### src/design/irwsf_pkg.sv
`default_nettype none
// ----------------------------------------------------------------------------
// irwsf_pkg
// Shared types, constants and helpers for the IR wall sensor filter.
// ----------------------------------------------------------------------------
package irwsf_pkg;

    localparam int WINDOW_DEPTH  = 9;
    localparam int CHANNEL_COUNT = 4;
    localparam int SAMPLE_W      = 12;
    localparam int FIELD_W       = 16;
    localparam int CFG_IDX_W     = 4;

    localparam int SAMPLE_MAX = (1 << SAMPLE_W) - 1;
    localparam int SUM_W      = $clog2(WINDOW_DEPTH * SAMPLE_MAX + 1);
    localparam int EXT_W      = (SUM_W > FIELD_W) ? SUM_W : FIELD_W;
    localparam int SLOT_W     = $clog2(WINDOW_DEPTH);

    typedef logic [SAMPLE_W-1:0] t_sample;
    typedef logic [SUM_W-1:0]    t_sum;
    typedef logic [FIELD_W-1:0]  t_field;
    typedef logic [SLOT_W-1:0]   t_slot;
    typedef logic [EXT_W-1:0]    t_ext;
    typedef logic [CHANNEL_COUNT-1:0][SUM_W-1:0] t_sum_vec;

    localparam t_ext FIELD_MAX = EXT_W'((1 << FIELD_W) - 1);

    typedef enum logic [CFG_IDX_W-1:0] {
        CFG_RIGHT_LOST_BELOW     = 4'd0,
        CFG_LEFT_LOST_BELOW      = 4'd1,
        CFG_FRONT_LEFT_AT_LEAST  = 4'd2,
        CFG_FRONT_RIGHT_AT_LEAST = 4'd3
    } t_cfg_index;

    localparam t_field RST_RIGHT_LOST_BELOW     = 16'd690;
    localparam t_field RST_LEFT_LOST_BELOW      = 16'd766;
    localparam t_field RST_FRONT_LEFT_AT_LEAST  = 16'd1367;
    localparam t_field RST_FRONT_RIGHT_AT_LEAST = 16'd1946;

    typedef struct packed {
        t_sample sample_right_front;
        t_sample sample_right;
        t_sample sample_left;
        t_sample sample_left_front;
        logic    check_side;
        logic    check_front;
    } t_in_item;

    typedef struct packed {
        t_field sum_right_front;
        t_field sum_right;
        t_field sum_left;
        t_field sum_left_front;
        logic   right_wall;
        logic   left_wall;
        logic   front_wall;
    } t_out_item;

    typedef struct packed {
        logic  accept;
        t_slot wr_slot;
        t_slot rd_slot;
        logic  filled;
    } t_lane_ctl;

    function automatic t_field sat_field(input t_sum s);
        t_ext ext;
        ext = EXT_W'(s);
        if (ext > FIELD_MAX) begin
            return '1;
        end
        return ext[FIELD_W-1:0];
    endfunction

    function automatic logic sum_below(input t_sum s, input t_field th);
        return EXT_W'(s) < EXT_W'(th);
    endfunction

endpackage
`default_nettype wire

### src/design/ir_wall_sensor_filter.sv
`default_nettype none
// ----------------------------------------------------------------------------
// ir_wall_sensor_filter
// Nine-frame moving sum over four IR channels with side and front wall flags.
// Results are registered in a two-entry output stage (output register; skid
// entry while output stalls) keeping input and output decoupled. Throughput:
// one item per cycle while the skid entry is empty, set by the lane sum update.
// Reset: synchronous, active low; sums clear, side flags set, front flag
// clears, thresholds load defaults; the window reads as zeros until refilled.
// ----------------------------------------------------------------------------
module ir_wall_sensor_filter
    import irwsf_pkg::*;
(
    input  wire logic                 i_clk,
    input  wire logic                 i_rst_n,
    input  wire logic                 i_in_valid,
    output logic                      o_in_ready,
    input  wire t_in_item             i_in_item,
    output logic                      o_out_valid,
    input  wire logic                 i_out_ready,
    output t_out_item                 o_out_item,
    input  wire logic                 i_cfg_valid,
    output logic                      o_cfg_ready,
    input  wire logic [CFG_IDX_W-1:0] i_cfg_index,
    input  wire t_field               i_cfg_data
);

    logic      in_accept;
    t_slot     r_slot;
    t_slot     next_slot;
    logic      r_filled;
    t_lane_ctl lane_ctl;
    t_sample   samples [CHANNEL_COUNT];
    t_sum_vec  next_sums;
    t_out_item result;

    logic      r_out_valid;
    t_out_item r_out_item;
    logic      r_skid_valid;
    t_out_item r_skid_item;
    logic      n_out_valid;
    t_out_item n_out_item;
    logic      n_skid_valid;
    t_out_item n_skid_item;

    assign o_in_ready  = ~r_skid_valid;
    assign in_accept   = i_in_valid & o_in_ready;
    assign o_cfg_ready = 1'b1;
    assign o_out_valid = r_out_valid;
    assign o_out_item  = r_out_item;

    always_comb begin
        next_slot = (r_slot == SLOT_W'(WINDOW_DEPTH - 1)) ? '0 : r_slot + 1'b1;
        lane_ctl.accept  = in_accept;
        lane_ctl.wr_slot = r_slot;
        lane_ctl.rd_slot = in_accept ? next_slot : r_slot;
        lane_ctl.filled  = r_filled;
        samples[0] = i_in_item.sample_right_front;
        samples[1] = i_in_item.sample_right;
        samples[2] = i_in_item.sample_left;
        samples[3] = i_in_item.sample_left_front;
    end

    always_ff @(posedge i_clk) begin
        if (!i_rst_n) begin
            r_slot   <= '0;
            r_filled <= 1'b0;
        end else if (in_accept) begin
            r_slot <= next_slot;
            if (r_slot == SLOT_W'(WINDOW_DEPTH - 1)) begin
                r_filled <= 1'b1;
            end
        end
    end

    for (genvar g = 0; g < CHANNEL_COUNT; g++) begin : g_lane
        irwsf_lane u_lane (
            .i_clk      (i_clk),
            .i_rst_n    (i_rst_n),
            .i_ctl      (lane_ctl),
            .i_sample   (samples[g]),
            .o_next_sum (next_sums[g])
        );
    end

    irwsf_merge u_merge (
        .i_clk         (i_clk),
        .i_rst_n       (i_rst_n),
        .i_accept      (in_accept),
        .i_check_side  (i_in_item.check_side),
        .i_check_front (i_in_item.check_front),
        .i_sums        (next_sums),
        .i_cfg_write   (i_cfg_valid),
        .i_cfg_index   (i_cfg_index),
        .i_cfg_data    (i_cfg_data),
        .o_item        (result)
    );

    always_comb begin
        n_out_valid  = r_out_valid;
        n_out_item   = r_out_item;
        n_skid_valid = r_skid_valid;
        n_skid_item  = r_skid_item;
        if (r_skid_valid) begin
            if (i_out_ready) begin
                n_out_item   = r_skid_item;
                n_skid_valid = 1'b0;
            end
        end else if (in_accept) begin
            if (!r_out_valid || i_out_ready) begin
                n_out_valid = 1'b1;
                n_out_item  = result;
            end else begin
                n_skid_valid = 1'b1;
                n_skid_item  = result;
            end
        end else if (i_out_ready) begin
            n_out_valid = 1'b0;
        end
    end

    always_ff @(posedge i_clk) begin
        if (!i_rst_n) begin
            r_out_valid  <= 1'b0;
            r_skid_valid <= 1'b0;
        end else begin
            r_out_valid  <= n_out_valid;
            r_skid_valid <= n_skid_valid;
        end
    end

    always_ff @(posedge i_clk) begin
        r_out_item  <= n_out_item;
        r_skid_item <= n_skid_item;
    end

    a_skid_needs_out: assert property (@(posedge i_clk) disable iff (!i_rst_n)
        r_skid_valid |-> r_out_valid)
        else $error("skid entry held while output register empty");

    a_slot_range: assert property (@(posedge i_clk) disable iff (!i_rst_n)
        r_slot <= SLOT_W'(WINDOW_DEPTH - 1))
        else $error("window slot out of range");

    a_stall_fills_skid: assert property (@(posedge i_clk) disable iff (!i_rst_n)
        (in_accept && r_out_valid && !i_out_ready) |=> r_skid_valid)
        else $error("item accepted under stall did not land in skid entry");

    a_filled_stays: assert property (@(posedge i_clk) disable iff (!i_rst_n)
        r_filled |=> r_filled)
        else $error("window fill flag dropped");

endmodule
`default_nettype wire

### src/design/irwsf_lane.sv
`default_nettype none
// ----------------------------------------------------------------------------
// irwsf_lane
// One channel: window memory and running sum updated once per item.
// ----------------------------------------------------------------------------
module irwsf_lane
    import irwsf_pkg::*;
(
    input  wire logic      i_clk,
    input  wire logic      i_rst_n,
    input  wire t_lane_ctl i_ctl,
    input  wire t_sample   i_sample,
    output t_sum           o_next_sum
);

    t_sample r_mem [WINDOW_DEPTH];
    t_sample r_oldest_raw;
    t_sample oldest;
    t_sum    r_sum;
    t_sum    n_sum;

    always_comb begin
        oldest = i_ctl.filled ? r_oldest_raw : '0;
        n_sum  = r_sum - SUM_W'(oldest) + SUM_W'(i_sample);
    end

    assign o_next_sum = n_sum;

    always_ff @(posedge i_clk) begin
        if (!i_rst_n) begin
            r_sum <= '0;
        end else if (i_ctl.accept) begin
            r_sum <= n_sum;
        end
    end

    always_ff @(posedge i_clk) begin
        if (i_ctl.accept) begin
            r_mem[i_ctl.wr_slot] <= i_sample;
        end
        r_oldest_raw <= r_mem[i_ctl.rd_slot];
    end

endmodule
`default_nettype wire

### src/design/irwsf_merge.sv
`default_nettype none
// ----------------------------------------------------------------------------
// irwsf_merge
// Configuration registers, wall flags and assembly of the result item.
// ----------------------------------------------------------------------------
module irwsf_merge
    import irwsf_pkg::*;
(
    input  wire logic                 i_clk,
    input  wire logic                 i_rst_n,
    input  wire logic                 i_accept,
    input  wire logic                 i_check_side,
    input  wire logic                 i_check_front,
    input  wire t_sum_vec             i_sums,
    input  wire logic                 i_cfg_write,
    input  wire logic [CFG_IDX_W-1:0] i_cfg_index,
    input  wire t_field               i_cfg_data,
    output t_out_item                 o_item
);

    t_field r_right_lost;
    t_field r_left_lost;
    t_field r_front_left;
    t_field r_front_right;
    logic   r_right_flag;
    logic   r_left_flag;
    logic   r_front_flag;
    logic   n_right_flag;
    logic   n_left_flag;
    logic   n_front_flag;

    always_ff @(posedge i_clk) begin
        if (!i_rst_n) begin
            r_right_lost  <= RST_RIGHT_LOST_BELOW;
            r_left_lost   <= RST_LEFT_LOST_BELOW;
            r_front_left  <= RST_FRONT_LEFT_AT_LEAST;
            r_front_right <= RST_FRONT_RIGHT_AT_LEAST;
        end else if (i_cfg_write) begin
            case (i_cfg_index)
                CFG_RIGHT_LOST_BELOW:     r_right_lost  <= i_cfg_data;
                CFG_LEFT_LOST_BELOW:      r_left_lost   <= i_cfg_data;
                CFG_FRONT_LEFT_AT_LEAST:  r_front_left  <= i_cfg_data;
                CFG_FRONT_RIGHT_AT_LEAST: r_front_right <= i_cfg_data;
                default: ;
            endcase
        end
    end

    always_comb begin
        n_right_flag = r_right_flag & ~(i_check_side & sum_below(i_sums[0], r_right_lost));
        n_left_flag  = r_left_flag & ~(i_check_side & sum_below(i_sums[3], r_left_lost));
        n_front_flag = r_front_flag;
        if (i_check_front) begin
            n_front_flag = ~sum_below(i_sums[2], r_front_left) &
                           ~sum_below(i_sums[1], r_front_right);
        end
        o_item.sum_right_front = sat_field(i_sums[0]);
        o_item.sum_right       = sat_field(i_sums[1]);
        o_item.sum_left        = sat_field(i_sums[2]);
        o_item.sum_left_front  = sat_field(i_sums[3]);
        o_item.right_wall      = n_right_flag;
        o_item.left_wall       = n_left_flag;
        o_item.front_wall      = n_front_flag;
    end

    always_ff @(posedge i_clk) begin
        if (!i_rst_n) begin
            r_right_flag <= 1'b1;
            r_left_flag  <= 1'b1;
            r_front_flag <= 1'b0;
        end else if (i_accept) begin
            r_right_flag <= n_right_flag;
            r_left_flag  <= n_left_flag;
            r_front_flag <= n_front_flag;
        end
    end

    a_right_latched: assert property (@(posedge i_clk) disable iff (!i_rst_n)
        !r_right_flag |=> !r_right_flag)
        else $error("right wall flag left its latched state");

    a_left_latched: assert property (@(posedge i_clk) disable iff (!i_rst_n)
        !r_left_flag |=> !r_left_flag)
        else $error("left wall flag left its latched state");

endmodule
`default_nettype wire

### config.mk
export PLATFORM = sky130hd
export DESIGN_NAME = ir_wall_sensor_filter
export DESIGN_NICKNAME = d
export VERILOG_FILES = /design/src/design/irwsf_pkg.sv /design/src/design/ir_wall_sensor_filter.sv /design/src/design/irwsf_lane.sv /design/src/design/irwsf_merge.sv
export SDC_FILE = /design/constraint.sdc
export NUM_CORES = 1
export LEC_CHECK = 0
export ABC_CLOCK_PERIOD_IN_PS = 12900
export BUFFER_PORTS_ARGS = -buffer_cell sky130_fd_sc_hd__buf_4
export CAP_MARGIN = 10
export CORE_AREA = 2 2 299 301
export CTS_CLUSTER_DIAMETER = 50
export DETAILED_ROUTE_END_ITERATION = 10
export DIE_AREA = 0 0 301 303
export GPL_TIMING_DRIVEN = 1
export MAX_ROUTING_LAYER = met4
export PLACE_DENSITY = 0.55
export SKIP_CTS_REPAIR_TIMING = 1
export SKIP_LAST_GASP = 1
export SLEW_MARGIN = 20
export SYNTH_ARGS = -nofsm -noshare
export SYNTH_HDL_FRONTEND = slang
export SYNTH_SLANG_ARGS = --single-unit
### constraint.sdc
create_clock -name i_clk -period 12.9 [get_ports i_clk]
set_clock_uncertainty 0.15 [all_clocks]
set_input_delay 2.58 -clock i_clk [delete_from_list [all_inputs] [get_ports i_clk]]
set_output_delay 2.58 -clock i_clk [all_outputs]
set_load 0.02 [all_outputs]
==> results.json <==
{
  "status": "complete, no violations",
  "grt_pass1_wl_um": 125000,
  "hold_path.startpoint": "g_lane[3].u_lane.r_mem[8][6]",
  "syn_inst": 2507,
  "die_area_mm2": 0.0912,
  "wl_um": 81600,
  "power_density_mw_per_mm2": 218,
  "nets": 2914,
  "async_reset_ff_share_pct": 0,
  "gp_congestion": 0.868,
  "rows": 109,
  "tritoncts": "yes",
  "initial_core_util_pct": 37.7,
  "start_kind": "input pin",
  "fin_tns_setup_ns": 0,
  "cp.required_ns": 13.13,
  "first_pass_iters": 5,
  "p_switching_mw": 2.83,
  "r2r_cells": 20,
  "cts_sinks": 752,
  "ys_dominant_reg_cell": "edfxtp_1",
  "ys_types": 72,
  "final_util_pct": 43.6,
  "rr_endpoint": "o_out_item[0]",
  "synth_warnings": 0,
  "rsz0062_at_grt": "false",
  "critPathKind": "in -> reg",
  "wl_per_cell_um": 20.9,
  "clkTransAtPathRegs_ns": 0.06,
  "antenna_found_initial": 5,
  "clockPowerShare_pct": 28.5,
  "clock.fmax_ghz": 0.153,
  "synthesis.area_mm2": 0.0332,
  "cts_buffer_depth": 3,
  "clockRootBuffer": "clkbuf_16",
  "ios": 145,
  "max_stage_delay_ns": 0.59,
  "cts-buffers-inserted": 83,
  "worst_setup_path_end_kind": "register",
  "drive_gt1_share_pct": 17.1,
  "critPathMaxFanout": 10,
  "syn_nets": 2758,
  "vias": 19707,
  "tightestPinTransition_ns": 1.04,
  "crit_top_cell": "a21oi_1",
  "min_period_over_period_pct": 50.7,
  "ant_nets": 0,
  "swShare_pct": 33.7,
  "synth-seq-cells": 752,
  "vdd_ir_drop_max_v": 0.000111,
  "finalSetupViolCount": 0,
  "drt_iter0_markers": 1290,
  "coreArea_mm2": 0.0880,
  "grt_usage_pct": 18.7,
  "drv_slew": 0,
  "area_growth_pct": 15.5,
  "fin_crit_ns": 6.54,
  "yosysSeqAreaShare_pct": 62.4,
  "clk_latency_ns": 0.62,
  "cts_max_level": 3,
  "port_buffers": 143,
  "power_leakage_nw": 14.7,
  "die_w_um": 301,
  "gr-total-overflow": 0,
  "power_frac_seq_pct": 37.0,
  "maxCapViolations": 0,
  "die_y_um": 303,
  "cp.arrival_ns": 6.76,
  "route.detailed.drc": 0,
  "power_frac_comb_pct": 34.5,
  "r2r_setup_slack_ns": 7.23,
  "synth-edff-count": 566,
  "rr_startpoint": "r_filled",
  "min_to": "g_lane[3].u_lane.r_oldest_raw[6]",
  "via_per_inst": 5.05,
  "grt_max_degree": 72,
  "hold_viol": 0,
  "worstHoldPathCells": 2,
  "path_delay_family": "compound AO/OA/AOI/OAI gates",
  "path_buf_inv": 3,
  "grt_pass1_vias": 20424,
  "max-slew-margin-rel_pct": 30.9,
  "avgSynthCellArea_um2": 13.2,
  "p_int_mw": 5.55,
  "hpwl_um": 50800,
  "hp-class": "reg -> reg",
  "critPathSlowestCell": "fa_1",
  "worstPathCellList": "buf_4 > inv_1 > fa_1 > inv_1 > ha_1 > a21oi_1 > nand4b_1 > a211oi_1 > o21ai_1 > a21oi_1 > xnor2_1 > xnor2_1 > ha_1 > and4_1 > o2111ai_1 > o21ai_1 > a21oi_1 > nand2b_1 > o22ai_1 > mux2_2"
}
how the worst max path moves through the flow:
stage | startpoint | endpoint | slack (ns) | depth (start not counted)
6_report | i_in_item[15] | o_out_item[0] | 6.36 | 20
5_1_grt | i_in_item[15] | o_out_item[0] | 6.03 | 20
4_1_cts | i_in_item[15] | o_out_item[0] | 6.42 | 20
3_5_place_dp | i_in_item[15] | o_out_item[0] | 5.76 | 20
3_3_place_gp | i_in_item[15] | o_out_item[0] | 5.80 | 20
2_1_floorplan | i_in_valid | g_lane[0].u_lane.r_mem[8][0] | 5.82 | 4
placed cells by master, fill, tap and decap left out, drive strengths merged, types with 4 or more instances in the layout:
| master | instances |
|---|---|
| edfxtp | 566 |
| nand2 | 359 |
| inv | 308 |
| dfxtp | 186 |
| buf | 171 |
| a21oi | 148 |
| ha | 128 |
| o21ai | 112 |
| clkbuf | 106 |
| mux4 | 96 |
| and2 | 58 |
| mux2i | 51 |
| fa | 48 |
| a21o | 42 |
| nor2 | 42 |
| xnor2 | 38 |
| o211ai | 31 |
| nand3 | 27 |
| mux2 | 27 |
| clkinv | 26 |
| xor2 | 20 |
| nor3 | 17 |
| nand4 | 16 |
| a211oi | 9 |
| nor2b | 8 |
| bufinv | 7 |
| nand2b | 6 |
| clkinvlp | 6 |
| and3 | 6 |
| diode | 5 |
| o21bai | 5 |
| o41ai | 4 |
| o21a | 4 |
| a221oi | 4 |
| a21boi | 4 |
| o311ai | 4 |
per-stage QoR:
step                      cell area (µm²)  power (mW)  hold WS (ns)  instances  setup WS [ns]
after CTS                           38300        8.44         0.297       3896           6.42
after detailed placement            35600        6.03         0.283       3743           5.76
after global placement              35600        5.97         0.283       3743           5.80
final                               38400        8.38         0.296       3901           6.36
after floorplan                     33200        5.07         0.274       2507           5.82
after global routing                38400        8.89         0.320       3901           6.03
power groups by stage:
stage / registers, mW / logic (mW) / clock network (mW)
6_report: 3.10 / 2.89 / 2.39
3_5_place_dp: 3.15 / 2.88 / 0
2_1_floorplan: 3.25 / 1.83 / 0
4_1_cts: 3.10 / 2.90 / 2.44
5_1_grt: 3.12 / 3.24 / 2.53
3_3_place_gp: 3.14 / 2.83 / 0
cells in the mapped netlist (20+ instances only):
| library cell | number | area (µm²) |
|---|---|---|
| a21o_1 | 42 | 315 |
| a21oi_1 | 138 | 691 |
| and2_1 | 58 | 363 |
| clkbuf_1 | 67 | 251 |
| dfxtp_1 | 186 | 3720 |
| edfxtp_1 | 566 | 17000 |
| fa_1 | 48 | 961 |
| ha_1 | 128 | 1600 |
| inv_1 | 299 | 1120 |
| mux2_2 | 26 | 293 |
| mux2i_1 | 51 | 510 |
| mux4_2 | 96 | 2160 |
| nand2_1 | 358 | 1340 |
| nand3_1 | 27 | 135 |
| nor2_1 | 42 | 158 |
| o211ai_1 | 31 | 233 |
| o21ai_0 | 51 | 255 |
| o21ai_1 | 61 | 305 |
| xnor2_1 | 37 | 324 |
| xor2_1 | 20 | 175 |
tightest hold or removal path, stage by stage (launching register included):
cell and delay (ns):
edfxtp_1 0.32, nand2_1 0.04, o21ai_1 0.05
cell families (layout without fill, tap and decap cells):
| logic type | count (synthesis) | in the layout | synth area share (%) |
|---|---|---|---|
| AO/OA/AOI/OAI | 390 | 390 | 7.24 |
| XOR/XNOR | 58 | 58 | 1.55 |
| adder cells (fa/ha/maj) | 176 | 176 | 7.72 |
| buffers and inverters | 400 | 624 | 4.74 |
| flip-flops | 752 | 752 | 62.4 |
| multiplexers | 174 | 174 | 8.98 |
| other | 1 | 6 | 0.0113 |
| AND/OR/NAND/NOR | 556 | 556 | 7.36 |
per-layer routing:
metal	up-vias	wire, µm	GRT usage (%)	part of all wire, %
met5	-	0	-	0
met4	0	1530	5.01	1.9
met3	97	4470	3.34	5.5
met2	468	37700	29.4	46
met1	9907	37900	25.1	46
li1	9235	-	-	-
flip-flops by register name, indices dropped and copies added, names as in the netlist:
| register | flops |
|---|---|
| g_lane.u_lane.r_mem | 432 |
| r_skid_valid | 1 |
| u_merge.r_front_flag | 1 |
| u_merge.r_left_lost | 16 |
| u_merge.r_right_lost | 16 |
| u_merge.r_front_right | 16 |
| o_out_item | 67 |
| r_skid_item | 67 |
| u_merge.r_right_flag | 1 |
| r_slot | 4 |
| r_filled | 1 |
| o_out_valid | 1 |
| u_merge.r_left_flag | 1 |
| g_lane.u_lane.r_sum | 64 |
| u_merge.r_front_left | 16 |
| g_lane.u_lane.r_oldest_raw | 48 |
final cells by class:
class / count / area [µm²]
fillers: 7987 / 49600
flip-flops and latches: 752 / 20700
multi-input cells: 1355 / 11000
clock buffers: 106 / 2290
well taps: 1165 / 1460
repair buffers: 171 / 1290
inverters: 300 / 1130
clock inverters: 47 / 473
diodes: 5 / 12.5
No activity file was read; power rests on OpenSTA's default activity.
